## config.mk

```make
export PLATFORM = sky130hd
export DESIGN_NAME = vwsnap_cmp
export DESIGN_NICKNAME = d
export VERILOG_FILES = /design/src/sv/vwsnap_pkg.sv /design/src/sv/vwsnap_cmp.sv
export SDC_FILE = /design/constraint.sdc
export NUM_CORES = 1
export LEC_CHECK = 0
export ABC_CLOCK_PERIOD_IN_PS = 25500
export BUFFER_PORTS_ARGS = -buffer_cell sky130_fd_sc_hd__buf_2
export CAP_MARGIN = 20
export CORE_MARGIN = 4
export CORE_UTILIZATION = 25
export DETAILED_ROUTE_END_ITERATION = 12
export SLEW_MARGIN = 5
export SYNTH_ARGS = -nofsm -noshare
export SYNTH_HDL_FRONTEND = slang
export SYNTH_SLANG_ARGS = --single-unit
```

## constraint.sdc

```tcl
create_clock -name vclk -period 25.5
set_input_delay 6.375 -clock vclk [all_inputs]
set_output_delay 6.375 -clock vclk [all_outputs]
set_load 0.005 [all_outputs]
```

## src/sv/vwsnap_pkg.sv

```systemverilog
`default_nettype none
// ----------------------------------------------------------------------------
// vwsnap_pkg
// Shared types and constants of the vertex weld snap unit.
// ----------------------------------------------------------------------------
package vwsnap_pkg;

    localparam int POS_W         = 32;
    localparam int THRESH_W      = 31;
    localparam int MATCH_INDEX_W = 10;

    // 0.03 in unsigned Q15.16, truncated
    localparam logic [THRESH_W-1:0] THRESH_RESET = 31'd1966;

    // request kinds carried in the low tuser bit of the input beat
    localparam logic REQ_LOAD  = 1'b0;
    localparam logic REQ_QUERY = 1'b1;

    typedef struct packed {
        logic signed [POS_W-1:0] z;
        logic signed [POS_W-1:0] y;
        logic signed [POS_W-1:0] x;
    } pos_t;

    localparam int POS_BITS = $bits(pos_t);

endpackage : vwsnap_pkg
`default_nettype wire

```

## src/sv/vwsnap_cmp.sv

```systemverilog
`default_nettype none
// ----------------------------------------------------------------------------
// vwsnap_cmp
// Shared proximity unit: checks all three coordinates against the threshold.
// ----------------------------------------------------------------------------
module vwsnap_cmp
    import vwsnap_pkg::*;
(
    input  wire pos_t                  vertex,
    input  wire pos_t                  ref_pos,
    input  wire logic [THRESH_W-1:0]   thresh,
    output logic                       hit
);

    function automatic logic coord_near(
        input logic [POS_W-1:0]    a,
        input logic [POS_W-1:0]    b,
        input logic [THRESH_W-1:0] thr
    );
        logic [POS_W:0] diff;
        logic [POS_W:0] mag;
        diff = {a[POS_W-1], a} - {b[POS_W-1], b};
        mag  = diff[POS_W] ? (~diff + {{POS_W{1'b0}}, 1'b1}) : diff;
        return mag <= {{(POS_W + 1 - THRESH_W){1'b0}}, thr};
    endfunction

    // exact 33-bit differences, magnitude compared without saturation
    assign hit = coord_near(vertex.x, ref_pos.x, thresh)
              && coord_near(vertex.y, ref_pos.y, thresh)
              && coord_near(vertex.z, ref_pos.z, thresh);

endmodule : vwsnap_cmp
`default_nettype wire

```

==> impl_results.md, run 1 <==
* Status: complete, no violations
* Worst-Margin Slew at between 0.9 and 1 ns
* First-pass GRT wire length at just over 60000 microns
* DR WL/cell at 16.9 microns
* Initial Util at 25.4%
* Core Region at roughly 0.042 sq mm
* Die height at 215 microns
* Area of the multi-input gates at between 0.009 and 0.01 sq mm
* Gate power share at 100.0%
* Initial antenna violation count at 0
* Routability congestion estimate from global placement at 0.895
* Vias per cell at 5.32
* Die area at 0.0463 sq mm
* F_max at 51.6 MHz
* Leakage at 0.00576 uW
* Gate Count Post-Synth at 1612
* CP max-delay cell: nor4_1
* Period utilisation layout at between 70% and 80%
* DRC viols at 0
* Cts repair resizes at 0
* Hold Worst Slack at about 14 ns
* Max-cap violations at 0
* Seq pwr share at 0%
* Final antenna-violating net count at 0
* Area delta synth->final at 14.6%
* Worst Path Required at 19.12 ns
* Crit path buf inv count at 3
* Final setup margin at between 6 and 7 ns
* Ys Warns at 0
* Setup Buffers After CTS at 0
* Critical path launch point type: input port
* CLK BUF at 0
* Hold buffers post-CTS at 0
* Post-synthesis average cell area at 6.65 sq um
* Hpwl dp at 34100 microns
* Post-synthesis sequential area ratio at 0%
* Register area at 0 sq um
* All-Layer GR Usage at 15.7%
* Port Buf Inserts at 224
* Final core occ at between 20 and 30%
* Number of top-level pins at 224
* Critical path class: input port to output port
* Post-synthesis cell area at 0.0107 sq mm
* 1st-iter DRT viols at ~750
* Final hold violation count at 0
* Worst path max stage delay at 0.57 ns
* Final setup violation count at 0
* Final Max Slew Viols at 0
* Pin count of the biggest net entering global routing at 34
* HP Class: input port to output port
* WL final at just under 40000 microns
* Clk pwr share at 0%
* DR pass1 iterations at 5
* Total negative slack at 0 ns
* Placement Rows at 75
* Cell internal pwr at ~180 uW
* Layout fillers at 4703
* Cell variety after synth at 85
* Global route overflow at 0
* Rel. slew slack at 37.0%
* Share of layout cells above drive strength 1 at 14.3%
* Via count at 12318
* CP max FO at 5
* Cell family with most CP delay: simple AND/OR/NAND/NOR gates
* Power density over cell area at 36.7 mW/mm^2
* RSZ-0062 raised after global routing: false
* Final #Nets at 2196
* Die Width at 215 microns
* Syn_nets at 2030
* Number of global-route vias before repair at 11925
* Sw Share at between 50% and 60%
* Pre-CTS setup slack at roughly 6.1 ns
* Max VDD drop at 0.0108 mV
* Worst Setup End Kind: output port
* Arr. time, crit path at roughly 13 ns
* Period minus WS final at roughly 19 ns
* Switching power at 266 uW
* Num sequential at 0
## per-layer routing
metal | GRT usage (%) | routed length [microns] | vias to the layer above
li1 | - | - | 6256
met4 | 1.59 | 416 | 0
met2 | 27.1 | 18000 | 331
met1 | 21.9 | 18600 | 5701
met5 | 0 | 0 | -
met3 | 1.44 | 1990 | 30
## final timing paths
check,from,end,slack (ns),depth (start not counted)
setup / recovery,vertex[32],hit,6.11,27
hold / removal,vertex[63],hit,13.78,6
## metrics by stage
stage / instance area, sq um / cells / power (uW)
final: 12300 / 2316 / 451
after global routing: 12300 / 2315 / 506
after CTS: 12300 / 2315 / 448
after detailed placement: 12300 / 2315 / 446
after global placement: 12300 / 2315 / 435
after floorplan: 10700 / 1612 / 329
## placed cells by master (no fill, tap or decap), drive strengths merged, types with 18 or more instances in the layout
cell      n
o21a     20
nand3    40
a21oi   162
or3      18
nor2    122
nand2   126
a31oi    25
ha      192
o21ai   113
nand4    57
nor3     39
o211ai   18
nand2b   21
inv     151
buf     226
xnor2    92
xor2     59
a21o     55
## Yosys cell counts (11+ instances only)
library cell	instances	area, sq um
a21oi_1	160	801
nor2_1	121	454
o21bai_1	11	82.6
a31oi_1	25	156
nor3_1	36	180
o31ai_1	15	113
o21a_1	20	150
xor2_1	59	517
nand4_1	57	357
nor4_1	12	75.1
o211ai_1	18	135
inv_1	151	567
nand3_1	40	200
clkbuf_1	52	195
ha_1	192	2400
and2_1	13	81.3
and3_1	14	87.6
nor2b_1	17	106
a21o_1	55	413
nand2b_1	21	131
nand2_1	126	473
o21ai_0	107	536
or3_1	18	113
a211oi_1	13	97.6
xnor2_1	92	806
## power groups by stage
stage	clock, uW	combinational (uW)	sequential, uW
floorplan	0	329	0
global placement	0	435	0
detailed placement	0	446	0
CTS	0	448	0
global route	0	506	0
finish	0.00000524	451	0
## cell families after synthesis
| kind of cell | after synthesis | synth area share, % |
|---|---|---|
| compound gates | 519 | 31.2 |
| xor+xnor | 151 | 12.3 |
| fa+ha+maj | 195 | 23.0 |
| buf+inv | 213 | 7.56 |
| mux | 8 | 0.770 |
| simple gates | 526 | 25.2 |
## final cells by class
class,count,share of cell area [%]
Antenna cell,1,0.0204
Inverter,151,4.61
Multi-Input combinational cell,1399,80.6
Tap cell,539,5.49
Timing Repair Buffer,226,9.24
No activity file was read; power rests on OpenSTA's default activity.
==> inputs of run 2 (changes only) <==
Settings changed: ABC_AREA set to 1, ABC_CLOCK_PERIOD_IN_PS 25500 to 17400.
Clock period 25.5 ns to 17.4 ns, I/O delays scaled along.
==> run 2 against run 1 <==
Count of clock-buffer cells in the layout unchanged. Worst hold slack lost 4.1 ns. Final cell count increased by 53%. Non-clock buffer count is 2 lower. Die area grew 23%. Cell area up 24%. Synthesized cell count grew 64%. Largest power group unchanged. Critical path type unchanged. Critical path depth up 7. Setup slack worse by 2.4 ns. Global-route usage is 0.56 points lower. Power increased by 59%. Sequential share of layout area unchanged.
==> impl_results.md, run 2 <==
* Hold buffers post-CTS at 0
* Global route overflow at 0
* Most used cell, CP: nand2_1
* DR pass1 iterations at 5
* First-pass GRT wire length at approximately 70000 microns
* Post-synth top area share at a little over a quarter
* Worst-Margin Slew at 0.999 ns
* Synth top area cells: nand2_1 (27%), ha_1 (18%), inv_1 (18%), nor2_1 (6.5%), nand3_1 (5.7%)
* Final Max Slew Viols at 0
* Max layer used: met4
* Met3 wire length at between 1500 and 2000 microns
* Period minus WS final at ~14 ns
* Dpl cell area at ~0.015 sq mm
* Port Buf Inserts at 224
* Rel. slew slack at around a third
* Post-synthesis average cell area at about 5.0 sq um
* 1st-iter DRT viols at approximately 770
* Most common cell after layout, fill and taps aside: nand2_1
* RSZ-0062 raised after global routing: false
* Final core occ at 28.9%
* Pin count of the biggest net entering global routing at 33
* Post-synthesis xor/xnor area fraction at approximately 7.9%
* CP max FO at 32
* WL final at 44800 microns
* Mux share of post-synthesis cell area at 0%
* F_max at 73.0 MHz
* Placement Rows at 84
* Worst path max stage delay at 0.73 ns
* Setup Buffers After CTS at 0
* DR WL/cell at approximately 13 microns
* Period utilisation layout at 78.7%
* Met2 Wirelength at ~20000 microns
* Min-delay src: vertex[94]
* Area delta synth->final at 14.6%
* Final hold violation count at 0
* Compound-cell area share of the yosys netlist at under 10%
* CLK BUF at 0
* Top-count cell post-synth: nand2_1
* Post-synthesis sequential area ratio at 0%
* CP max-delay cell: nand2_1
* Most frequent cells after synthesis: nand2_1 (971), inv_1 (632), nor2_1 (231), ha_1 (192), nand3_1 (152)
* Core Region at 0.0526 sq mm
* Max VDD drop at 0.0122 mV
* Worst Setup End Kind: output port
* Initial antenna violation count at 0
* Num sequential at 0
* Critical path class: input port to output port
* HP Class: input port to output port
* Total Power at about 720 uW
* Share of layout cells above drive strength 1 at 10.4%
* Number of global-route vias before repair at 14455
* Max-cap violations at 0
* Layout fillers at 6210
* DRC viols at 0
* WHS Endpoint: hit
* Cell variety after synth at 40
* Arr. time, crit path at 9.35 ns
* Hold path cells at 9
* Total negative slack at 0 ns
* Vias per cell at 4.37
* Die Width at 238 microns
* Final setup violation count at 0
* Gate Count Post-Synth at 2649
* Critical path launch point type: input port
* Die height at around 240 microns
* Routability congestion estimate from global placement at 0.918
* Leakage at 0.00970 uW
* Hold Worst Slack at 9.67 ns
* Final antenna-violating net count at 0
* Most frequent cells in the layout: nand2_1 (971), inv_1 (632), nor2_1 (231), buf_2 (224), ha_1 (192)
* Final Cell Area at 0.0152 sq mm
* All-Layer GR Usage at 15.1%
* Syn_nets at 3067
* Ys Warns at 0
* Ant diodes at 0
* Final #Nets at 3285
* Number of top-level pins at about 220
* Area leader, netlist: nand2_1
* Power density over cell area at roughly 47 mW/mm^2
* Simple-gate share of the synthesized area at 47.9%
* Register area at 0 sq um
* Largest family of logic cells by synthesized area: simple AND/OR/NAND/NOR gates
* M1 wire length at 22000 microns
* Worst Path Required at 13.05 ns
* Post-synthesis adder-cell area fraction at ~19%
* Hpwl dp at 40700 microns
* Cts repair resizes at 0
* Initial Util at 25.2%
* Status: complete, no violations
* Post-synthesis cell area at 0.0133 sq mm
* Die area at 0.0568 sq mm
* Via count at about 16000
[run 2: cell types whose count changed after synthesis, moves of 53 or more]
cell and delta:
nand2_1 +845, inv_1 +481, nand3_1 +112, nor2_1 +110, o21ai_0 -80, xnor2_1 -59, a21oi_1 -56, a21o_1 -53
[run 2: worst max-delay path, delay by kind of cell]
family	cells	cell delay, ns
xor+xnor	1	0.13
fa+ha+maj	3	0.89
simple gates	23	3.18
buf+inv	7	0.80
[run 2: per-stage QoR]
stage	instances	worst slack [ns]
floorplan	2649	5.15
detailed placement	3553	3.66
global placement	3553	3.70
finish	3553	3.70
global route	3553	3.02
CTS	3553	3.65
[run 2: worst max path at each step]
| stage | from | to | slack, ns |
|---|---|---|---|
| 5_1_grt | vertex[64] | hit | 3.02 |
| 2_1_floorplan | vertex[64] | hit | 5.15 |
| 3_5_place_dp | vertex[64] | hit | 3.66 |
| 4_1_cts | vertex[64] | hit | 3.65 |
| 6_report | vertex[64] | hit | 3.70 |
| 3_3_place_gp | vertex[64] | hit | 3.70 |
[run 2: per-layer routing]
metal / vias to the layer above / track usage [%]
li1: 8510 / -
met4: 0 / 1.83
met2: 335 / 26.5
met3: 47 / 0.682
met5: - / 0
met1: 6640 / 21.1
[run 2: logic make-up (layout without fill, tap and decap cells)]
group                      count (synthesis)  count (layout)
xor gates and xnor gates                 112             112
adders and majority gates                195             195
and+or+nand+nor                         1520            1520
AOI/OAI and AO/OA                        174             174
buffers and inverters                    648             864
[run 2: area by class of cell]
cell class	count	area [sq um]	share of cell area, %
Tap cell	688	861	5.66
Multi-Input combinational cell	2001	10800	71.1
Inverter	640	2400	15.8
Timing Repair Buffer	224	1120	7.38
[run 2: power breakdown]
group | internal, uW | switching (uW)
clock network | 0 | 0
registers | 0 | 0
logic | 263 | 454
total | 263 | 454
==> inputs of run 3 (changes only) <==
Settings changed: ABC_CLOCK_PERIOD_IN_PS 17400 to 12300.
Clock period 17.4 ns to 12.3 ns, I/O delays scaled along.
==> run 3 against run 2 <==
Highest routed layer unchanged. Critical path depth increased by 8. Via count about the same. Cell area about the same. Power increased by 42%. Count of clock-buffer cells in the layout unchanged. Sequential share of layout area unchanged. Core utilization about the same. Critical path type unchanged. Wire length decreased by 1.0%. Global-route usage decreased by 0.25 points. Die area unchanged. Critical endpoint unchanged. Flip-flop and latch count unchanged.
==> impl_results.md, run 3 (synthesized netlist as in run 2, its figures left out) <==
* Num sequential at 0
* Period utilisation layout at 87.8%
* F_max at 92.6 MHz
* Number of global-route vias before repair at 14333
* Port Buf Inserts at 224
* Global route overflow at 0
* Initial Util at 25.2%
* Total negative slack at 0 ns
* Die area at 0.0568 sq mm
* Max-cap violations at 0
* Final setup violation count at 0
* Via count at 15541
* CP max-delay cell: fa_1
* Crit path to: hit
* Share of layout cells above drive strength 1 at between 10% and 20%
* Placement Rows at 84
* Leakage at 0.00971 uW
* Initial antenna violation count at 0
* Hpwl dp at about 40000 microns
* Critical path class: input port to output port
* Max VDD drop at 0.0201 mV
* Vias per cell at 4.37
* Critical path launch point type: input port
* Layout fillers at around 6000
* Worst Setup End Kind: output port
* Number of top-level pins at 224
* Power density over cell area at 67.1 mW/mm^2
* Setup Buffers After CTS at 0
* Final #Nets at roughly 3300
* DR WL/cell at 12.5 microns
* Die height at between 200 and 250 microns
* Most common cell after layout, fill and taps aside: nand2_1
* Hold buffers post-CTS at 0
* Period minus WS final at 10.80 ns
* Worst-Margin Slew at 0.665 ns
* HP Class: input port to output port
* WL final at roughly 44000 microns
* Register area at 0 sq um
* Status: complete, no violations
* Hold Worst Slack at 7.13 ns
* First-pass GRT wire length at 70700 microns
* Most used cell, CP: nand2_1
* Most frequent cells in the layout: nand2_1 (971), inv_1 (632), nor2_1 (231), buf_2 (224), ha_1 (192)
* All-Layer GR Usage at between 10% and 20%
* Cts repair resizes at 0
* DRC viols at 0
* Ant diodes at 0
* Crit. Startpoint: vertex[64]
* Final antenna-violating net count at 0
* Die Width at 238 microns
* CP max FO at 18
* Worst Path Required at 9.22 ns
* 1st-iter DRT viols at about 870
* DR pass1 iterations at 6
* Final core occ at 28.9%
* CLK BUF at 0
* Core Region at 0.0526 sq mm
* Final Max Slew Viols at 0
* Rel. slew slack at 55.6%
* RSZ-0062 raised after global routing: false
* Area delta synth->final at 14.7%
* Arr. time, crit path at 7.72 ns
* Worst path max stage delay at 0.46 ns
* Final hold violation count at 0
* Routability congestion estimate from global placement at 0.908
* Pin count of the biggest net entering global routing at 29
* Area of the multi-input gates at 0.0108 sq mm
run 3: cell types whose count changed in the layout (fill, tap and decap cells not counted), sizes merged:
cell	change
buf	+2
run 3: how the worst min path moves through the flow:
| stage | startpoint | end | slack (ns) | cells past startpoint |
|---|---|---|---|---|
| after floorplan | vertex[95] | hit | 6.72 | 8 |
| after global placement | vertex[94] | hit | 7.21 | 12 |
| after detailed placement | vertex[95] | hit | 7.19 | 9 |
| after CTS | vertex[95] | hit | 7.19 | 9 |
| after global routing | vertex[95] | hit | 7.27 | 9 |
| final | vertex[95] | hit | 7.13 | 9 |
run 3: layout make-up:
class | instances | share of cell area (%)
inverters | 640 | 15.8
multi-input cells | 2001 | 71.1
well taps | 688 | 5.66
repair buffers | 226 | 7.47
run 3: power by group:
group          internal, uW  switching (uW)  total (uW)
clock                     0               0           0
combinational           374             647        1020
sequential                0               0           0
total                   374             647        1020
run 3: worst max-delay path, delay by kind of cell:
family          cells  cell delay [ns]
buf+inv             9             0.98
xor+xnor            1             0.16
simple gates       28             2.47
compound gates      1             0.11
fa+ha+maj           3             0.89
run 3: metal layers:
metal  share of wire (%)  wire length (microns)  up-vias  track usage, %
met5                   0                      0        -               0
met4                 1.4                    635        0            1.83
met3                 4.5                   1990       40           0.520
met2                  46                  20300      360            26.4
met1                  48                  21400     6631            20.6
li1                    -                      -     8510               -
run 3: metrics by stage:
stage	setup WS, ns	cells	total power [uW]	cell area [sq um]
2_1_floorplan	2.60	2649	760	13300
3_3_place_gp	1.43	3555	1010	15200
3_5_place_dp	1.40	3555	1020	15200
4_1_cts	1.40	3555	1020	15200
5_1_grt	0.734	3555	1180	15200
6_report	1.50	3555	1020	15200
